==> src/rtl/core/ffga_pkg.sv <==
// Shared types and constants for the first-fit interval gate allocator.
// Used by ffga_ctrl, ffga_datapath, the top level and the testbench; depends on nothing.
`timescale 1ns / 1ps
`default_nettype none

package ffga_pkg;

    // Gate pool size and derived widths
    localparam int GATES  = 64;
    localparam int IDX_W  = $clog2(GATES);
    localparam int CNT_W  = $clog2(GATES + 1);

    // Fixed field widths
    localparam int ID_W   = 16;
    localparam int TIME_W = 11;
    localparam int FREE_W = 12;
    localparam int USE_W  = 8;
    localparam int GATE_W = 7;
    localparam int LIM_W  = 7;
    localparam int MEM_W  = USE_W + FREE_W;

    // Stream packing
    localparam int IN_DATA_W  = 40;
    localparam int OUT_DATA_W = 40;

    // Configuration
    localparam int CFG_ADDR_W = 1;
    localparam int CFG_DATA_W = TIME_W;
    localparam logic [CFG_ADDR_W-1:0] REG_TURNAROUND = 1'b0;
    localparam logic [CFG_ADDR_W-1:0] REG_GATE_LIMIT = 1'b1;
    localparam logic [TIME_W-1:0]     TURN_RESET     = 11'd20;
    localparam logic [LIM_W-1:0]      LIMIT_RESET    = 7'd50;
    localparam logic [USE_W-1:0]      USE_MAX        = 8'd255;

    // Controller states
    typedef enum logic [1:0] {
        ST_IDLE,
        ST_SCAN,
        ST_COMMIT
    } ctrl_state_t;

    // Commands from controller to datapath
    typedef struct packed {
        logic accept;     // latch a new request
        logic issue;      // read the next open gate
        logic take_hit;   // compared gate is free: pick it
        logic take_miss;  // scan exhausted: open a gate or give up
        logic load_out;   // commit gate state and load the result
    } ctrl_cmd_t;

    // Status from datapath to controller
    typedef struct packed {
        logic scan_end;   // every open gate has been read
        logic cmp_valid;  // a read gate is waiting to be compared
        logic cmp_hit;    // that gate is free at the arrival time
        logic out_free;   // result register can take a new result
    } dp_status_t;

endpackage

`default_nettype wire

==> src/rtl/core/first_fit_interval_gate_allocator_unit.sv <==
// Top level of the first-fit interval gate allocator.
// Depends on ffga_pkg, ffga_ctrl and ffga_datapath.
`timescale 1ns / 1ps
`default_nettype none

// Usage
//   Requests enter on the s_axis channel: one interval per transfer, with
//   tuser set on the first interval of a run to release every gate first.
//   Results leave on the m_axis channel, one per request, in order.
//   turnaround_time (index 0) and gate_limit (index 1) are written through
//   cfg_wen/cfg_addr/cfg_data while the block is idle.
// Scan and request flow
//   The scan reads one open gate per cycle from the gate memory, whose
//   read data is registered, so the gate memory read port sets the rate.
//   A request scans the open gates in order and takes the first one that is
//   free by its arrival; with no hit it opens a new gate while under the
//   gate limit. One request is in work at a time; the next is taken the
//   cycle after the result is loaded.
// Reset
//   Reset releases all gates (open count zero) and loads turnaround 20 and
//   gate limit 50. Gate memory needs no clearing: only gates below the
//   open count are ever read, and a newly opened gate is fully rewritten.
// Back-pressure
//   The result register holds while m_axis_tready is low; a finished
//   request waits in its commit step until the register frees up.
module first_fit_interval_gate_allocator_unit (
    input  wire logic                                  clk,
    input  wire logic                                  rst_n,
    // request stream
    input  wire logic                                  s_axis_tvalid,
    output logic                                       s_axis_tready,
    // [15:0] item_id, [26:16] arrival_time, [37:27] departure_time, [39:38] zero
    input  wire logic [ffga_pkg::IN_DATA_W-1:0]        s_axis_tdata,
    // [0] first_of_run
    input  wire logic                                  s_axis_tuser,
    // result stream
    output logic                                       m_axis_tvalid,
    input  wire logic                                  m_axis_tready,
    // [15:0] item_id_out, [16] assigned, [23:17] gate_number,
    // [30:24] gates_open, [38:31] gate_use_count, [39] zero
    output logic [ffga_pkg::OUT_DATA_W-1:0]            m_axis_tdata,
    // configuration
    input  wire logic                                  cfg_wen,
    input  wire logic [ffga_pkg::CFG_ADDR_W-1:0]       cfg_addr,
    input  wire logic [ffga_pkg::CFG_DATA_W-1:0]       cfg_data
);

    ffga_pkg::ctrl_cmd_t  cmd;
    ffga_pkg::dp_status_t status;

    logic [ffga_pkg::ID_W-1:0]   item_id_out;
    logic                        assigned;
    logic [ffga_pkg::GATE_W-1:0] gate_number;
    logic [ffga_pkg::GATE_W-1:0] gates_open;
    logic [ffga_pkg::USE_W-1:0]  gate_use_count;

    ffga_ctrl u_ctrl (
        .clk      (clk),
        .rst_n    (rst_n),
        .in_valid (s_axis_tvalid),
        .in_ready (s_axis_tready),
        .status   (status),
        .cmd      (cmd)
    );

    ffga_datapath u_datapath (
        .clk            (clk),
        .rst_n          (rst_n),
        .cmd            (cmd),
        .status         (status),
        .first_of_run   (s_axis_tuser),
        .item_id        (s_axis_tdata[15:0]),
        .arrival_time   (s_axis_tdata[26:16]),
        .departure_time (s_axis_tdata[37:27]),
        .cfg_wen        (cfg_wen),
        .cfg_addr       (cfg_addr),
        .cfg_data       (cfg_data),
        .out_ready      (m_axis_tready),
        .out_valid      (m_axis_tvalid),
        .item_id_out    (item_id_out),
        .assigned       (assigned),
        .gate_number    (gate_number),
        .gates_open     (gates_open),
        .gate_use_count (gate_use_count)
    );

    // Pack the result fields, lowest field first
    assign m_axis_tdata = {1'b0, gate_use_count, gates_open, gate_number, assigned,
                           item_id_out};

endmodule

`default_nettype wire

==> src/rtl/core/ffga_ctrl.sv <==
// Controller state machine for the gate allocator.
// Depends on ffga_pkg; drives ffga_datapath through ctrl_cmd_t.
`timescale 1ns / 1ps
`default_nettype none

module ffga_ctrl (
    input  wire logic               clk,
    input  wire logic               rst_n,
    input  wire logic               in_valid,
    output logic                    in_ready,
    input  wire ffga_pkg::dp_status_t status,
    output ffga_pkg::ctrl_cmd_t     cmd
);

    ffga_pkg::ctrl_state_t state_reg;
    ffga_pkg::ctrl_state_t state_next;

    // State register
    always_ff @(posedge clk or negedge rst_n)
    begin
        if (!rst_n)
        begin
            state_reg <= ffga_pkg::ST_IDLE;
        end
        else
        begin
            state_reg <= state_next;
        end
    end

    // Next state
    always_comb
    begin
        state_next = state_reg;
        unique case (state_reg)
            ffga_pkg::ST_IDLE:
            begin
                if (in_valid)
                begin
                    state_next = ffga_pkg::ST_SCAN;
                end
            end
            ffga_pkg::ST_SCAN:
            begin
                if (status.cmp_hit || (status.scan_end && !status.cmp_valid))
                begin
                    state_next = ffga_pkg::ST_COMMIT;
                end
            end
            ffga_pkg::ST_COMMIT:
            begin
                if (status.out_free)
                begin
                    state_next = ffga_pkg::ST_IDLE;
                end
            end
            default:
            begin
                state_next = ffga_pkg::ST_IDLE;
            end
        endcase
    end

    // Outputs
    always_comb
    begin
        cmd      = '0;
        in_ready = 1'b0;
        unique case (state_reg)
            ffga_pkg::ST_IDLE:
            begin
                in_ready   = 1'b1;
                cmd.accept = in_valid;
            end
            ffga_pkg::ST_SCAN:
            begin
                if (status.cmp_hit)
                begin
                    cmd.take_hit = 1'b1;
                end
                else if (status.scan_end && !status.cmp_valid)
                begin
                    cmd.take_miss = 1'b1;
                end
                else
                begin
                    cmd.issue = !status.scan_end;
                end
            end
            ffga_pkg::ST_COMMIT:
            begin
                cmd.load_out = status.out_free;
            end
            default:
            begin
                cmd = '0;
            end
        endcase
    end

    // A hit is taken only on a compared gate that is free
    assert property (@(posedge clk) disable iff (!rst_n)
        cmd.take_hit |-> (status.cmp_valid && status.cmp_hit))
        else $error("ffga_ctrl: hit taken without a valid compare");

    // A result is loaded only when the result register has room
    assert property (@(posedge clk) disable iff (!rst_n)
        cmd.load_out |-> status.out_free)
        else $error("ffga_ctrl: result loaded over a pending result");

    // An accepted request always starts a scan
    assert property (@(posedge clk) disable iff (!rst_n)
        cmd.accept |=> (state_reg == ffga_pkg::ST_SCAN))
        else $error("ffga_ctrl: accepted request did not start a scan");

endmodule

`default_nettype wire

==> src/rtl/core/ffga_datapath.sv <==
// Datapath for the gate allocator: request latch, gate memory, scan
// compare, configuration registers and result register. Depends on ffga_pkg.
`timescale 1ns / 1ps
`default_nettype none

module ffga_datapath (
    input  wire logic                            clk,
    input  wire logic                            rst_n,
    input  wire ffga_pkg::ctrl_cmd_t             cmd,
    output ffga_pkg::dp_status_t                 status,
    // request fields
    input  wire logic                            first_of_run,
    input  wire logic [ffga_pkg::ID_W-1:0]       item_id,
    input  wire logic [ffga_pkg::TIME_W-1:0]     arrival_time,
    input  wire logic [ffga_pkg::TIME_W-1:0]     departure_time,
    // configuration
    input  wire logic                            cfg_wen,
    input  wire logic [ffga_pkg::CFG_ADDR_W-1:0] cfg_addr,
    input  wire logic [ffga_pkg::CFG_DATA_W-1:0] cfg_data,
    // result
    input  wire logic                            out_ready,
    output logic                                 out_valid,
    output logic [ffga_pkg::ID_W-1:0]            item_id_out,
    output logic                                 assigned,
    output logic [ffga_pkg::GATE_W-1:0]          gate_number,
    output logic [ffga_pkg::GATE_W-1:0]          gates_open,
    output logic [ffga_pkg::USE_W-1:0]           gate_use_count
);

    // Configuration registers
    logic [ffga_pkg::TIME_W-1:0] turn_reg;
    logic [ffga_pkg::LIM_W-1:0]  limit_reg;

    // Control state
    logic [ffga_pkg::CNT_W-1:0]  open_reg;
    logic [ffga_pkg::CNT_W-1:0]  open_next;
    logic [ffga_pkg::CNT_W-1:0]  idx_reg;
    logic                        cmp_valid_reg;
    logic                        out_valid_reg;

    // Request and decision payload
    logic [ffga_pkg::ID_W-1:0]   id_reg;
    logic [ffga_pkg::TIME_W-1:0] arr_reg;
    logic [ffga_pkg::TIME_W-1:0] dep_reg;
    logic [ffga_pkg::IDX_W-1:0]  cmp_idx_reg;
    logic [ffga_pkg::MEM_W-1:0]  rd_data_reg;
    logic [ffga_pkg::IDX_W-1:0]  pick_reg;
    logic [ffga_pkg::IDX_W-1:0]  pick_next;
    logic                        hit_reg;
    logic                        hit_next;
    logic [ffga_pkg::USE_W-1:0]  uses_reg;
    logic [ffga_pkg::USE_W-1:0]  uses_next;

    // Result payload
    logic [ffga_pkg::ID_W-1:0]   out_id_reg;
    logic                        out_hit_reg;
    logic [ffga_pkg::GATE_W-1:0] out_gate_reg;
    logic [ffga_pkg::GATE_W-1:0] out_open_reg;
    logic [ffga_pkg::USE_W-1:0]  out_uses_reg;

    // Gate memory: {use count, free-at}; entries at or above open_reg are stale
    logic [ffga_pkg::MEM_W-1:0]  gate_mem [ffga_pkg::GATES];

    logic [ffga_pkg::FREE_W-1:0] rd_free;
    logic [ffga_pkg::USE_W-1:0]  rd_uses;
    logic [ffga_pkg::FREE_W-1:0] free_new;
    logic                        open_ok;

    assign rd_free  = rd_data_reg[ffga_pkg::FREE_W-1:0];
    assign rd_uses  = rd_data_reg[ffga_pkg::MEM_W-1:ffga_pkg::FREE_W];
    assign free_new = ffga_pkg::FREE_W'(dep_reg) + ffga_pkg::FREE_W'(turn_reg);
    assign open_ok  = (32'(open_reg) < 32'(limit_reg)) && (32'(open_reg) < ffga_pkg::GATES);

    // Status back to the controller
    always_comb
    begin
        status.scan_end  = (idx_reg >= open_reg);
        status.cmp_valid = cmp_valid_reg;
        status.cmp_hit   = cmp_valid_reg && (rd_free <= ffga_pkg::FREE_W'(arr_reg));
        status.out_free  = !out_valid_reg || out_ready;
    end

    // Configuration writes
    always_ff @(posedge clk or negedge rst_n)
    begin
        if (!rst_n)
        begin
            turn_reg  <= ffga_pkg::TURN_RESET;
            limit_reg <= ffga_pkg::LIMIT_RESET;
        end
        else if (cfg_wen)
        begin
            unique case (cfg_addr)
                ffga_pkg::REG_TURNAROUND: turn_reg  <= cfg_data;
                ffga_pkg::REG_GATE_LIMIT: limit_reg <= cfg_data[ffga_pkg::LIM_W-1:0];
                default: ;
            endcase
        end
    end

    // Decide the gate for a hit or a miss; release all gates on the first request of a run
    always_comb
    begin
        pick_next = pick_reg;
        hit_next  = hit_reg;
        uses_next = uses_reg;
        open_next = open_reg;
        if (cmd.accept && first_of_run)
        begin
            open_next = '0;
        end
        else if (cmd.take_hit)
        begin
            pick_next = cmp_idx_reg;
            hit_next  = 1'b1;
            uses_next = (rd_uses == ffga_pkg::USE_MAX) ? rd_uses : rd_uses + 1'b1;
        end
        else if (cmd.take_miss)
        begin
            pick_next = open_reg[ffga_pkg::IDX_W-1:0];
            hit_next  = open_ok;
            uses_next = ffga_pkg::USE_W'(1);
            if (open_ok)
            begin
                open_next = open_reg + 1'b1;
            end
        end
    end

    // Control registers
    always_ff @(posedge clk or negedge rst_n)
    begin
        if (!rst_n)
        begin
            open_reg      <= '0;
            idx_reg       <= '0;
            cmp_valid_reg <= 1'b0;
            out_valid_reg <= 1'b0;
        end
        else
        begin
            open_reg      <= open_next;
            cmp_valid_reg <= cmd.issue;
            if (cmd.accept)
            begin
                idx_reg <= '0;
            end
            else if (cmd.issue)
            begin
                idx_reg <= idx_reg + 1'b1;
            end
            if (cmd.load_out)
            begin
                out_valid_reg <= 1'b1;
            end
            else if (out_ready)
            begin
                out_valid_reg <= 1'b0;
            end
        end
    end

    // Request and decision payload
    always_ff @(posedge clk)
    begin
        if (cmd.accept)
        begin
            id_reg  <= item_id;
            arr_reg <= arrival_time;
            dep_reg <= departure_time;
        end
        if (cmd.issue)
        begin
            cmp_idx_reg <= idx_reg[ffga_pkg::IDX_W-1:0];
        end
        pick_reg <= pick_next;
        hit_reg  <= hit_next;
        uses_reg <= uses_next;
    end

    // Gate memory read port
    always_ff @(posedge clk)
    begin
        if (cmd.issue)
        begin
            rd_data_reg <= gate_mem[idx_reg[ffga_pkg::IDX_W-1:0]];
        end
    end

    // Gate memory write port: commit the chosen gate
    always_ff @(posedge clk)
    begin
        if (cmd.load_out && hit_reg)
        begin
            gate_mem[pick_reg] <= {uses_reg, free_new};
        end
    end

    // Result register
    always_ff @(posedge clk)
    begin
        if (cmd.load_out)
        begin
            out_id_reg   <= id_reg;
            out_hit_reg  <= hit_reg;
            out_gate_reg <= hit_reg ? ffga_pkg::GATE_W'(pick_reg) + 1'b1 : '0;
            out_open_reg <= ffga_pkg::GATE_W'(open_reg);
            out_uses_reg <= hit_reg ? uses_reg : '0;
        end
    end

    assign out_valid      = out_valid_reg;
    assign item_id_out    = out_id_reg;
    assign assigned       = out_hit_reg;
    assign gate_number    = out_gate_reg;
    assign gates_open     = out_open_reg;
    assign gate_use_count = out_uses_reg;

    // Open gate count never exceeds the pool
    assert property (@(posedge clk) disable iff (!rst_n)
        32'(open_reg) <= ffga_pkg::GATES)
        else $error("ffga_datapath: open gate count beyond pool size");

    // Reads stay below the open gate count
    assert property (@(posedge clk) disable iff (!rst_n)
        cmd.issue |-> (idx_reg < open_reg))
        else $error("ffga_datapath: read beyond the open gates");

    // A stalled result holds until taken
    assert property (@(posedge clk) disable iff (!rst_n)
        (out_valid_reg && !out_ready) |=> out_valid_reg)
        else $error("ffga_datapath: stalled result dropped");

endmodule

`default_nettype wire

==> config.mk <==
export PLATFORM = sky130hd
export DESIGN_NAME = first_fit_interval_gate_allocator_unit
export DESIGN_NICKNAME = d
export VERILOG_FILES = /design/src/rtl/core/ffga_pkg.sv /design/src/rtl/core/first_fit_interval_gate_allocator_unit.sv /design/src/rtl/core/ffga_ctrl.sv /design/src/rtl/core/ffga_datapath.sv
export SDC_FILE = /design/constraint.sdc
export NUM_CORES = 2
export LEC_CHECK = 0
export ABC_CLOCK_PERIOD_IN_PS = 5200
export BUFFER_PORTS_ARGS = -buffer_cell sky130_fd_sc_hd__clkbuf_2
export CORE_AREA = 2 2 304 306
export DETAILED_ROUTE_END_ITERATION = 8
export DIE_AREA = 0 0 306 308
export PLACE_DENSITY = 0.78
export RECOVER_POWER = 100
export SLEW_MARGIN = 20
export SYNTH_ARGS = -nofsm -noshare
export SYNTH_HDL_FRONTEND = slang
export SYNTH_SLANG_ARGS = --single-unit
==> constraint.sdc <==
create_clock -name clk -period 5.2 [get_ports clk]
set_clock_uncertainty 0.1 [all_clocks]
set_input_delay 1.04 -clock clk [delete_from_list [all_inputs] [get_ports clk]]
set_output_delay 1.04 -clock clk [all_outputs]
set_load 0.005 [all_outputs]
==> flow_summary.yaml <==
hold_path:
  hold_path_depth: 0
  hp-class: "reg2reg"
  whs_endpoint: "u_datapath.item_id_out[8]"
  hp-start: "u_datapath.id_reg[8]"
floorplan:
  ios: 100
  start_util_pct: 61.6
  die_area_um2: 94200
  die_x_um: 306
  fp.coreArea_um2: 91000
  fp.dieH_um: 308
  rows: 111
detailed_routing:
  drt-vias-per-instance: 6.75
  routed_wl_um: 130000
  routedWlPerCell_um: 31.5
  route.detailed.drc: 0
  num_vias: 27800
  drt_iter0_drc: 3497
  ant_nets: 0
  first_pass_iters: 5
clock_network:
  root_buffer: "clkbuf_16"
  clk-insertion-delay-late_ns: 0.74
  htree_levels: 4
  clk_path_buf_depth: 3
  clock_sinks: 1434
  cts_setup_buffers: 0
  numCtsBuffers: 139
  path_clk_slew_ns: 0.06
  cts-hold-fix-buffers: 0
  cts_tree: "built"
  post_cts_resized: 0
worst_setup_path:
  r2r_slack_ns: 0.82
  crit_path_max_incr_delay_ns: 1.13
  critPathKind: "reg2reg"
  r2r-start: "u_ctrl.state_reg[0]"
  critPathRequiredTime_ns: 5.46
  critPathLaunchType: "register"
  worstPathCellList: "nand2b_1 -> nor2b_4 -> and2_0 -> nor2b_1 -> nand3b_1 -> clkbuf_1 -> nor2_1 -> clkbuf_1"
  crit_fanout: 11
  cp_slowest_cell: "nor2_1"
  regToRegEndpoint: "u_datapath.gate_mem[42][15]"
  path_common_cell: "clkbuf_1"
  cp.arrival_ns: 4.64
  cp_top_family: "simple AND/OR/NAND/NOR gates"
  endpoint_kind: "register"
  reg2reg_depth: 8
  crit_buf_inv: 2
final_layout:
  filler_cell_count: 5323
  largest_reg_flops: 1280
  area_growth_pct: 11.8
  drive_above_1_share_pct: 25.2
  fin_area_um2: 62600
  layout_common_cells: "edfxtp_1, mux4_2, clkbuf_1, clkbuf_16, clkbuf_2"
  num_antenna_cells: 0
  final_common_cell: "edfxtp_1"
  fin_nets: 2921
timing:
  finalHoldViolCount: 0
  fmax_ghz: 0.228
  setup_viol: 0
  period_share_pct: 84.3
  grt_setup_unrepaired: "false"
  finalCriticalPeriod_ns: 4.38
  finalMaxSlewViolations: 1345
  maxSlewHeadroom_pct: -134
  worst_pin_slew_ns: 3.51
  totalNegativeSetupSlack_ns: 0
global_routing:
  gr-usage-all-layers_pct: 27.9
  grt_pass1_wl_um: 188000
  globalRouteOverflowTotal: 0
  grt_pass1_vias: 28200
  grt_antenna_before_repair: 2
  grt_max_degree: 110
logic_synthesis:
  syn_avg_cell_area_um2: 21.6
  synthesis.area_um2: 56000
  synthCells: 2587
  synthFlopType: "edfxtp_1"
  synthesis.nets: 2685
  synth_top_area_cell: "edfxtp_1"
  netlist-cell-type-count: 61
  async_flop_share_pct: 2.51
  yosys.area.top_type_share_pct: 75.0
  yosys_register_bits: 1434
  synth_edf_count: 1398
  synth_warnings: 0
  ys_seq_area_share_pct: 76.6
  synth_area_leaders: "edfxtp_1, mux4_2, dfrtp_1, mux2i_1, ha_1"
placed_design:
  hpwl_um: 71000
  gp_congestion: 0.888
  postPlaceCellArea_um2: 58800
  port_buffers: 96
power_and_ir_drop:
  p_clk_share_pct: 30.5
  p_comb_share_pct: 22.5
  intPower_mw: 23.0
  power_leakage_nw: 19.3
  power_frac_seq_pct: 47.1
  p_sw_mw: 9.14
  powerDensity_nw_per_um2: 514
  sw_frac_of_total_pct: 28.4
  vdd_drop_max_mv: 0.355
run_status:
  status: "finished, violations left"
  violations: "capacitance limit, slew limit"
flow_run:
  max_cap_viol_count: 41
## kinds of logic (layout without fill, tap and decap cells)
kind of cell	after synthesis	in the layout	synth area share, %
other cells	1	1	0.00670
flops	1434	1434	76.6
xor+xnor	15	15	0.235
simple gates	281	281	2.57
fa+ha+maj	40	40	0.907
compound gates	204	204	2.49
mux	441	441	15.7
buf+inv	171	515	1.51
## worst max path at each step
stage | startpoint | endpoint | slack, ns | depth (start not counted)
floorplan | m_axis_tready | u_datapath.gate_mem[62][0] | 0.66 | 7
global placement | u_datapath.turn_reg[0] | u_datapath.gate_mem[54][10] | 1.29 | 10
detailed placement | u_datapath.turn_reg[0] | u_datapath.gate_mem[53][10] | 1.12 | 10
CTS | u_datapath.turn_reg[0] | u_datapath.gate_mem[57][10] | 1.09 | 10
global route | u_datapath.turn_reg[0] | u_datapath.gate_mem[56][1] | 0.61 | 5
finish | u_ctrl.state_reg[0] | u_datapath.gate_mem[42][15] | 0.82 | 8
## per-stage QoR
stage                     power, mW  hold WS, ns  utilization [%]  std cells  setup slack (ns)
final                          32.2        0.319             68.8       4117             0.817
after CTS                      32.3        0.311             69.4       4116              1.09
after global routing           33.2        0.325             68.8       4117             0.613
after detailed placement       22.5        0.305             64.6       3867              1.12
after global placement         22.2        0.306             64.6       3866              1.29
after floorplan                19.9        0.300                -       2587             0.661
## power groups by stage
stage / Clock (mW) / Combinational (mW) / Sequential [mW]
finish: 9.80 / 7.23 / 15.1
global route: 10.3 / 7.69 / 15.2
CTS: 9.91 / 7.35 / 15.0
detailed placement: 0 / 7.27 / 15.2
global placement: 0 / 6.94 / 15.2
floorplan: 0 / 4.71 / 15.2
## cell usage after synthesis, types with 3 or more instances
| cell type | count |
|---|---|
| a21oi_1 | 48 |
| mux4_2 | 331 |
| nand3_1 | 18 |
| xnor2_1 | 6 |
| or2_2 | 3 |
| a211oi_1 | 42 |
| clkbuf_1 | 53 |
| o221ai_1 | 9 |
| or3_1 | 5 |
| dfstp_2 | 5 |
| mux2i_1 | 57 |
| edfxtp_1 | 1398 |
| nand2b_1 | 10 |
| mux4_1 | 11 |
| a2111oi_0 | 16 |
| nor3_1 | 5 |
| nand2_1 | 47 |
| and2_1 | 15 |
| a31oi_1 | 13 |
| dfrtp_1 | 31 |
| inv_1 | 35 |
| nand3b_1 | 5 |
| ha_1 | 39 |
| nand4b_1 | 4 |
| a22oi_1 | 15 |
| and3_1 | 6 |
| nor2_1 | 85 |
| buf_6 | 5 |
| buf_2 | 40 |
| o21ai_0 | 22 |
| buf_4 | 21 |
| o22ai_1 | 4 |
| o211ai_1 | 6 |
| buf_1 | 14 |
| a21o_1 | 8 |
| mux2_2 | 42 |
| nor2b_1 | 58 |
| a221o_1 | 8 |
| xor2_1 | 9 |
| nand4_1 | 10 |
## metal layers
metal / GRT usage [%] / routed length (um) / up-vias
met5: 0 / 0 / -
met4: 12.1 / 5430 / 0
met3: 6.03 / 12700 / 320
met2: 45.0 / 63800 / 1772
met1: 37.5 / 47700 / 14400
li1: - / - / 11300
## worst reg2reg max path, delay by kind of cell, from the launching register on
kind / cells / cell delay, ns
flops: 1 / 0.40
buf+inv: 2 / 1.24
simple gates: 6 / 2.26
## area by class of cell
| class | instances | area, um2 | share of cell area (%) |
|---|---|---|---|
| inverters | 35 | 131 | 0.210 |
| multi-input cells | 982 | 12500 | 19.9 |
| clock inverters | 77 | 764 | 1.22 |
| clock buffers | 172 | 3630 | 5.80 |
| repair buffers | 231 | 1220 | 1.95 |
| flip-flops and latches | 1434 | 42900 | 68.5 |
| well taps | 1186 | 1480 | 2.37 |
Note: power is estimated with default switching activity, not from simulation.
